`config.mk`:
```
export PLATFORM = sky130hd
export DESIGN_NAME = seconds_to_calendar_date
export DESIGN_NICKNAME = d
export VERILOG_FILES = /design/src/hdl/s2cd_pkg.sv /design/src/hdl/seconds_to_calendar_date.sv
export SDC_FILE = /design/constraint.sdc
export NUM_CORES = 2
export LEC_CHECK = 0
export ABC_CLOCK_PERIOD_IN_PS = 10700
export BUFFER_PORTS_ARGS = -buffer_cell sky130_fd_sc_hd__buf_2
export CELL_PAD_IN_SITES_DETAIL_PLACEMENT = 0
export CELL_PAD_IN_SITES_GLOBAL_PLACEMENT = 1
export CORE_ASPECT_RATIO = 0.7
export CORE_MARGIN = 5
export CORE_UTILIZATION = 35
export CTS_CLUSTER_SIZE = 12
export DETAILED_ROUTE_END_ITERATION = 10
export PLACE_DENSITY_LB_ADDON = 0.1
export SYNTH_ARGS = -nofsm -noshare
export SYNTH_HDL_FRONTEND = slang
export SYNTH_SLANG_ARGS = --single-unit
```
`constraint.sdc`:
```
create_clock -name clk -period 10.7 [get_ports clk]
set_input_delay 2.675 -clock clk [delete_from_list [all_inputs] [get_ports clk]]
set_output_delay 2.675 -clock clk [all_outputs]
set_load 0.01 [all_outputs]
```
`src/hdl/s2cd_pkg.sv`:
```
// Constants and helper functions for the seconds-to-calendar-date converter.
package s2cd_pkg;

  localparam int SECS_W   = 32;
  localparam int DAYS_W   = 16;
  localparam int SOD_W    = 17;
  localparam int SOH_W    = 12;
  localparam int YEAR_W   = 11;
  localparam int NSTAGE   = 6;

  // days = (secs >> 7) / 675, with 675 * 2^7 = 86400
  localparam int          DAY_SHIFT  = 35;
  localparam logic [25:0] DAY_RECIP  = 26'd50903317;
  localparam logic [16:0] SECS_DAY   = 17'd86400;

  // Day count shifted to 1896-03-01 so that every fourth year is a leap year;
  // from 1 March 1900 on it carries one more day for the 29 February that 1900 lacks
  localparam logic [15:0] DAY_OFFSET = 16'd1402;
  localparam logic [15:0] MAR_1900   = 16'd59;
  localparam int          CYC_SHIFT  = 27;
  localparam logic [16:0] CYC_RECIP  = 17'd91868;
  localparam logic [10:0] DAYS_CYC   = 11'd1461;
  localparam logic [10:0] BASE_YEAR  = 11'd1896;

  // hour = (sod >> 4) / 225
  localparam int          HOUR_SHIFT = 21;
  localparam logic [13:0] HOUR_RECIP = 14'd9321;
  localparam logic [11:0] SECS_HOUR  = 12'd3600;

  // minute = (soh >> 2) / 15
  localparam int          MIN_SHIFT  = 14;
  localparam logic [10:0] MIN_RECIP  = 11'd1093;
  localparam logic [5:0]  SECS_MIN   = 6'd60;

  typedef struct packed {
    logic       yinc;
    logic [3:0] month;
    logic [4:0] day;
  } month_day_t;

  // First day of each month in a year that starts on 1 March
  function automatic logic [8:0] month_start(input logic [3:0] idx);
    logic [8:0] s;
    unique case (idx)
      4'd0:    s = 9'd0;
      4'd1:    s = 9'd31;
      4'd2:    s = 9'd61;
      4'd3:    s = 9'd92;
      4'd4:    s = 9'd122;
      4'd5:    s = 9'd153;
      4'd6:    s = 9'd184;
      4'd7:    s = 9'd214;
      4'd8:    s = 9'd245;
      4'd9:    s = 9'd275;
      4'd10:   s = 9'd306;
      4'd11:   s = 9'd337;
      default: s = 9'd0;
    endcase
    return s;
  endfunction

  function automatic month_day_t split_month(input logic [8:0] doy);
    month_day_t res;
    logic [3:0] mi;
    logic [8:0] rel;
    mi = 4'd0;
    for (int i = 1; i < 12; i++) begin
      if (doy >= month_start(4'(i))) mi = mi + 4'd1;
    end
    rel = doy - month_start(mi);
    res.day = rel[4:0] + 5'd1;
    // January and February belong to the next calendar year
    res.yinc  = (mi >= 4'd10);
    res.month = (mi >= 4'd10) ? mi - 4'd9 : mi + 4'd3;
    return res;
  endfunction

  // x mod 7 by folding octal digits, since 8 = 1 mod 7
  function automatic logic [2:0] mod7(input logic [DAYS_W-1:0] x);
    logic [17:0] xp;
    logic [5:0]  s1;
    logic [3:0]  s2;
    logic [2:0]  s3;
    xp = {2'b00, x};
    s1 = 6'(xp[2:0]) + 6'(xp[5:3]) + 6'(xp[8:6]) + 6'(xp[11:9])
       + 6'(xp[14:12]) + 6'(xp[17:15]);
    s2 = 4'(s1[2:0]) + 4'(s1[5:3]);
    s3 = s2[2:0] + 3'(s2[3]);
    return (s3 == 3'd7) ? 3'd0 : s3;
  endfunction

endpackage

```
`src/hdl/seconds_to_calendar_date.sv`:
```
// Pipelined conversion of NTP era seconds to Gregorian date, weekday and time of day.
//
//  channel | ports                               | direction
//  --------+-------------------------------------+----------
//  input   | in_valid, in_stall, in_epoch_seconds | in
//  result  | out_valid, out_stall, out_*_out      | out
//
// Six register stages; one transfer can enter every cycle while in_stall is low.
// The depth is set by the chain of constant-reciprocal multipliers (days,
// four-year cycle, hour, minute).
// Reset clears the stage valid bits only. A stall holds a stage only while
// it is occupied and the stage after it cannot move, so bubbles are squeezed out.
module seconds_to_calendar_date (
  input  logic                          clk,
  input  logic                          rst_n,
  input  logic                          in_valid,
  output logic                          in_stall,
  input  logic [s2cd_pkg::SECS_W-1:0]   in_epoch_seconds,
  output logic                          out_valid,
  input  logic                          out_stall,
  output logic [s2cd_pkg::YEAR_W-1:0]   out_year_out,
  output logic [3:0]                    out_month_out,
  output logic [4:0]                    out_day_out,
  output logic [2:0]                    out_weekday_out,
  output logic [4:0]                    out_hour_out,
  output logic [5:0]                    out_minute_out,
  output logic [5:0]                    out_second_out
);
  import s2cd_pkg::*;

  logic [NSTAGE-1:0] vld_r;
  logic [NSTAGE-1:0] en;

  // stage 1
  logic [50:0]       prod_day;
  logic [DAYS_W-1:0] days_s1_r;
  logic [SOD_W-1:0]  slo_s1_r;
  // stage 2
  logic [32:0]       prod_dsec;
  logic [DAYS_W-1:0] dp_nxt;
  logic [32:0]       prod_cyc;
  logic [SOD_W-1:0]  sod_nxt;
  logic [SOD_W-1:0]  sod_s2_r;
  logic [2:0]        wd_s2_r;
  logic [DAYS_W-1:0] dp_s2_r;
  logic [5:0]        cyc_s2_r;
  // stage 3
  logic [26:0]       prod_hour;
  logic [DAYS_W-1:0] cyc_days;
  logic [DAYS_W-1:0] rem_nxt;
  logic [SOD_W-1:0]  sod_s3_r;
  logic [2:0]        wd_s3_r;
  logic [10:0]       rem_s3_r;
  logic [5:0]        cyc_s3_r;
  logic [4:0]        hour_s3_r;
  // stage 4
  logic [1:0]        yq_nxt;
  logic [10:0]       doy_nxt;
  logic [SOD_W-1:0]  hsec;
  logic [SOD_W-1:0]  soh_nxt;
  logic [2:0]        wd_s4_r;
  logic [4:0]        hour_s4_r;
  logic [SOH_W-1:0]  soh_s4_r;
  logic [8:0]        doy_s4_r;
  logic [YEAR_W-1:0] yb_s4_r;
  // stage 5
  logic [20:0]       prod_min;
  month_day_t        md_nxt;
  logic [2:0]        wd_s5_r;
  logic [4:0]        hour_s5_r;
  logic [SOH_W-1:0]  soh_s5_r;
  logic [5:0]        min_s5_r;
  logic [YEAR_W-1:0] year_s5_r;
  logic [3:0]        month_s5_r;
  logic [4:0]        day_s5_r;
  // stage 6
  logic [SOH_W-1:0]  msec;
  logic [SOH_W-1:0]  sec_nxt;
  logic [YEAR_W-1:0] year_r;
  logic [3:0]        month_r;
  logic [4:0]        day_r;
  logic [2:0]        wd_r;
  logic [4:0]        hour_r;
  logic [5:0]        min_r;
  logic [5:0]        sec_r;

  // A stage may load when it is empty or its content moves on
  always_comb begin
    en[NSTAGE-1] = !vld_r[NSTAGE-1] || !out_stall;
    for (int i = NSTAGE - 2; i >= 0; i--) begin
      en[i] = !vld_r[i] || en[i+1];
    end
  end

  assign in_stall = !en[0];

  always_ff @(posedge clk) begin
    if (!rst_n) begin
      vld_r <= '0;
    end else begin
      if (en[0]) vld_r[0] <= in_valid;
      for (int i = 1; i < NSTAGE; i++) begin
        if (en[i]) vld_r[i] <= vld_r[i-1];
      end
    end
  end

  // Stage 1: whole days
  assign prod_day = 51'(in_epoch_seconds[31:7]) * 51'(DAY_RECIP);

  always_ff @(posedge clk) begin
    if (en[0]) begin
      days_s1_r <= prod_day[DAY_SHIFT+DAYS_W-1:DAY_SHIFT];
      slo_s1_r  <= in_epoch_seconds[SOD_W-1:0];
    end
  end

  // Stage 2: second of day, weekday, four-year cycle
  assign prod_dsec = 33'(days_s1_r) * 33'(SECS_DAY);
  assign sod_nxt   = slo_s1_r - prod_dsec[SOD_W-1:0];
  // Drop the extra day for January and February 1900
  assign dp_nxt    = days_s1_r + DAY_OFFSET - 16'(days_s1_r < MAR_1900);
  assign prod_cyc  = 33'(dp_nxt) * 33'(CYC_RECIP);

  always_ff @(posedge clk) begin
    if (en[1]) begin
      sod_s2_r <= sod_nxt;
      wd_s2_r  <= mod7(days_s1_r + 16'd1);
      dp_s2_r  <= dp_nxt;
      cyc_s2_r <= prod_cyc[CYC_SHIFT+5:CYC_SHIFT];
    end
  end

  // Stage 3: day within the cycle, hour
  assign cyc_days  = 16'(cyc_s2_r) * 16'(DAYS_CYC);
  assign rem_nxt   = dp_s2_r - cyc_days;
  assign prod_hour = 27'(sod_s2_r[16:4]) * 27'(HOUR_RECIP);

  always_ff @(posedge clk) begin
    if (en[2]) begin
      sod_s3_r  <= sod_s2_r;
      wd_s3_r   <= wd_s2_r;
      rem_s3_r  <= rem_nxt[10:0];
      cyc_s3_r  <= cyc_s2_r;
      hour_s3_r <= prod_hour[HOUR_SHIFT+4:HOUR_SHIFT];
    end
  end

  // Stage 4: year within the cycle, day of year, second of hour
  always_comb begin
    priority if (rem_s3_r >= 11'd1095) yq_nxt = 2'd3;
    else if (rem_s3_r >= 11'd730)      yq_nxt = 2'd2;
    else if (rem_s3_r >= 11'd365)      yq_nxt = 2'd1;
    else                               yq_nxt = 2'd0;
  end

  assign doy_nxt = rem_s3_r - 11'(yq_nxt) * 11'd365;
  assign hsec    = 17'(hour_s3_r) * 17'(SECS_HOUR);
  assign soh_nxt = sod_s3_r - hsec;

  always_ff @(posedge clk) begin
    if (en[3]) begin
      wd_s4_r   <= wd_s3_r;
      hour_s4_r <= hour_s3_r;
      soh_s4_r  <= soh_nxt[SOH_W-1:0];
      doy_s4_r  <= doy_nxt[8:0];
      yb_s4_r   <= BASE_YEAR + 11'({cyc_s3_r, 2'b00}) + 11'(yq_nxt);
    end
  end

  // Stage 5: month and day, minute
  assign md_nxt   = split_month(doy_s4_r);
  assign prod_min = 21'(soh_s4_r[11:2]) * 21'(MIN_RECIP);

  always_ff @(posedge clk) begin
    if (en[4]) begin
      wd_s5_r    <= wd_s4_r;
      hour_s5_r  <= hour_s4_r;
      soh_s5_r   <= soh_s4_r;
      min_s5_r   <= prod_min[MIN_SHIFT+5:MIN_SHIFT];
      year_s5_r  <= yb_s4_r + 11'(md_nxt.yinc);
      month_s5_r <= md_nxt.month;
      day_s5_r   <= md_nxt.day;
    end
  end

  // Stage 6: second, output register
  assign msec    = 12'(min_s5_r) * 12'(SECS_MIN);
  assign sec_nxt = soh_s5_r - msec;

  always_ff @(posedge clk) begin
    if (en[5]) begin
      year_r  <= year_s5_r;
      month_r <= month_s5_r;
      day_r   <= day_s5_r;
      wd_r    <= wd_s5_r;
      hour_r  <= hour_s5_r;
      min_r   <= min_s5_r;
      sec_r   <= sec_nxt[5:0];
    end
  end

  assign out_valid       = vld_r[NSTAGE-1];
  assign out_year_out    = year_r;
  assign out_month_out   = month_r;
  assign out_day_out     = day_r;
  assign out_weekday_out = wd_r;
  assign out_hour_out    = hour_r;
  assign out_minute_out  = min_r;
  assign out_second_out  = sec_r;

  a_stall_full: assert property (@(posedge clk) disable iff (!rst_n)
    in_stall |-> (&vld_r))
    else $error("input stalled while a stage is empty");

  a_time_range: assert property (@(posedge clk) disable iff (!rst_n)
    out_valid |-> (out_hour_out < 5'd24) && (out_minute_out < 6'd60)
                  && (out_second_out < 6'd60))
    else $error("time of day out of range");

  a_date_range: assert property (@(posedge clk) disable iff (!rst_n)
    out_valid |-> (out_month_out >= 4'd1) && (out_month_out <= 4'd12)
                  && (out_day_out != 5'd0) && (out_weekday_out < 3'd7))
    else $error("date field out of range");

  a_year_range: assert property (@(posedge clk) disable iff (!rst_n)
    out_valid |-> (out_year_out >= 11'd1900) && (out_year_out <= 11'd2036))
    else $error("year out of range");

endmodule
```
==> results by group <==
Die
  • Die Ht: 254 um
  • Die area: 0.0908 sq mm
  • Core Area: 0.0842 sq mm
  • Initial Util: 35.2%
  • # IOs: 78
  • Row cnt: 89
  • Die W: 358 um

Synthesis
  • Netlist cell types: 76
  • Synthesized area: 0.0297 sq mm
  • Synth Instances: 2623
  • Synth Area per Inst: 11.3 sq um
  • Ys flop type: edfxtp_1
  • Sequential share of the synthesized area: 23.4%
  • Number of enable flip-flop cells after synthesis: 227
  • Async set-or-reset flop fraction in the synthesized netlist: 0%
  • Yosys reg bits: 233
  • Yosys warnings: 0
  • Syn nets: 3685

Placement
  • DP Wirelength: 57800 um
  • IO buf count: 77
  • GPL Wtd Cong: 0.832

Layout
  • Area grow syn2layout: 9.26%
  • # nets final: 3791
  • Multi-input logic area: 0.0201 sq mm
  • Share of cells above drive strength 1: 5.67%
  • Fillers: 8306
  • Register area: 0.00694 sq mm

Drt
  • DR DRC count: 0
  • First-iteration detailed-routing DRC count: 772
  • DRT antenna net count: 0
  • Via count: 17779
  • Wirelength per Cell: 17.1 um
  • Final WL: 66400 um
  • Drt first pass iters: 5
  • Number of vias per cell: 4.57

STA
  • Final Hold Fails: 0
  • Max Fclk: 0.102 GHz
  • Setup TNS: 0 ns
  • Final min period: 9.85 ns
  • Final-report setup violation count: 0
  • Max Slew Vio Count: 0
  • Final Cycle Share: 92.0%
  • Tightest Pin Transition: 1.08 ns
  • Unrepaired setup endpoints after global routing: no
  • Relative slew slack: 27.6%
  • Worst clock skew: 0.0191 ns

Setup path
  • CP max stage delay: 0.55 ns
  • CP endpoint kind: flop
  • Cell mode on critical path: inv_1
  • Worst-path fanout max: 7
  • Critical Path RT: 11.01 ns
  • Crit start category: flop
  • CP arrival: 10.15 ns
  • Critical Path Slowest Stage Cell: fa_1
  • Crit Path Class: flop to flop

CTS
  • Clk_lat worst skew: 0.57 ns
  • Clock root buffer: clkbuf_16
  • Longest Clk Path Bufs: 3
  • H-tree levels: 1
  • CTS Sinks: 233
  • Clock-pin slew on the worst setup and hold paths: 0.06 ns
  • PostCTS Resize Cnt: 0
  • TritonCTS clock tree: built
  • Hold-fix buffers, CTS: 0
  • Num CTS Buffers: 28
  • Setup bufs post-CTS: 0

Min path
  • Hold Crit Class: flop to flop

Global route
  • Grt ovf: 0
  • Largest net degree at the start of global routing: 41
  • All-Layer GR Usage: 14.9%
  • Vias in the first global route: 18813
  • Initial antenna violation count: 0
  • First-pass GRT wire length: 107000 um

Outcome
  • Status: finished clean

Job
  • Max Cap Violations: 0
-- registers in the layout (all words and copies together) (netlist names), 9 cells and up --
signal        cells
yb_s4_r          11
sod_s2_r         17
year_s5_r        11
slo_s1_r         17
days_s1_r        16
soh_s4_r         12
rem_s3_r         11
out_year_out     11
sod_s3_r         12
doy_s4_r          9
dp_s2_r          11
-- per-stage QoR --
| stage | cells | hold slack, ns | util, % | worst slack (ns) | area (sq um) |
|---|---|---|---|---|---|
| floorplan | 2623 | 0.400 | - | 1.78 | 29700 |
| global placement | 3836 | 0.401 | 37.4 | 0.782 | 31500 |
| detailed placement | 3836 | 0.405 | 37.4 | 0.590 | 31500 |
| CTS | 3888 | 0.418 | 38.5 | 0.848 | 32400 |
| global route | 3888 | 0.421 | 38.5 | 0.332 | 32400 |
| finish | 3889 | 0.413 | 38.5 | 0.853 | 32400 |
-- layout by cell type (no fill, tap or decap), drive strengths merged, types with 7 or more instances in the layout --
cell / Yosys / layout
a21boi: 7 / 7
o211ai: 7 / 7
clkinv: 0 / 9
and3: 12 / 12
nand3: 21 / 21
xnor2: 123 / 123
nand4: 16 / 16
a31oi: 7 / 7
nand2: 49 / 49
buf: 10 / 91
xor2: 50 / 50
nor2: 54 / 54
o21bai: 14 / 14
a21o: 42 / 42
a21oi: 82 / 82
fa: 351 / 351
nor2b: 17 / 17
edfxtp: 227 / 227
o21a: 19 / 19
nand2b: 16 / 16
inv: 679 / 682
ha: 675 / 675
nor3: 13 / 13
o21ai: 41 / 41
clkbuf: 5 / 39
-- critical path, delay by kind of cell (launching register included) --
kind,cells,cell delay [ns]
xor gates and xnor gates,2,0.22
adders and majority gates,11,4.23
AOI/OAI and AO/OA,13,3.03
buffers and inverters,9,0.65
DFF,1,0.52
and+or+nand+nor,8,0.92
-- area by class of cell --
| type | instances | share of cell area (%) |
|---|---|---|
| multi-input cells | 1696 | 62.0 |
| flip-flops and latches | 233 | 21.4 |
| inverters | 679 | 7.86 |
| well taps | 1137 | 4.39 |
| clock buffers | 39 | 2.39 |
| repair buffers | 91 | 1.51 |
| clock inverters | 13 | 0.421 |
| diodes | 1 | 0.00772 |
-- synth_stat cells, types with 4 or more instances --
| master | instances | area [sq um] |
|---|---|---|
| inv_1 | 679 | 2550 |
| ha_1 | 675 | 8450 |
| fa_1 | 351 | 7030 |
| edfxtp_1 | 227 | 6820 |
| xnor2_1 | 123 | 1080 |
| a21oi_1 | 82 | 410 |
| nor2_1 | 52 | 195 |
| nand2_1 | 49 | 184 |
| xor2_1 | 48 | 420 |
| a21o_1 | 41 | 308 |
| o21ai_0 | 40 | 200 |
| nand3_1 | 21 | 105 |
| o21a_1 | 19 | 143 |
| nor2b_1 | 17 | 106 |
| nand2b_1 | 16 | 100 |
| nand4_1 | 16 | 100 |
| o21bai_1 | 14 | 105 |
| nor3_1 | 13 | 65.1 |
| and3_1 | 11 | 68.8 |
| a31oi_1 | 7 | 43.8 |
| a211o_1 | 6 | 52.6 |
| a21boi_0 | 6 | 45.0 |
| dfxtp_1 | 6 | 120 |
| o211ai_1 | 6 | 45.0 |
| a211oi_1 | 5 | 37.5 |
| and2_1 | 5 | 31.3 |
| clkbuf_1 | 5 | 18.8 |
| mux2i_1 | 5 | 50.1 |
| buf_4 | 4 | 30.0 |
| o31ai_1 | 4 | 30.0 |
-- final timing paths --
path                 from           to  slack (ns)  cells past startpoint
max          days_s1_r[2]  cyc_s2_r[5]        0.85                     43
min           sod_s3_r[3]  soh_s4_r[3]        0.41                      0
max reg2reg  days_s1_r[2]  cyc_s2_r[5]        0.85                     43
min reg2reg   sod_s3_r[3]  soh_s4_r[3]        0.41                      0
-- cell families after synthesis --
kind of cell | after synthesis | share of synthesized area (%)
adders and majority gates | 1026 | 52.2
buffers and inverters | 694 | 8.89
AOI/OAI and AO/OA | 266 | 6.09
DFF | 233 | 23.4
and+or+nand+nor | 220 | 3.80
xor gates and xnor gates | 175 | 5.35
muxes | 9 | 0.333
-- metal layers --
metal | up-vias | global-route usage [%] | wire length, um
met2 | 212 | 21.1 | 26300
li1 | 8804 | - | -
met3 | 39 | 1.44 | 2110
met4 | 0 | 1.81 | 707
met1 | 8724 | 24.8 | 37400
met5 | - | 0 | 0
Power is not shown: default switching activity piles up to over one toggle a cycle in this logic, so the estimate is an artifact.
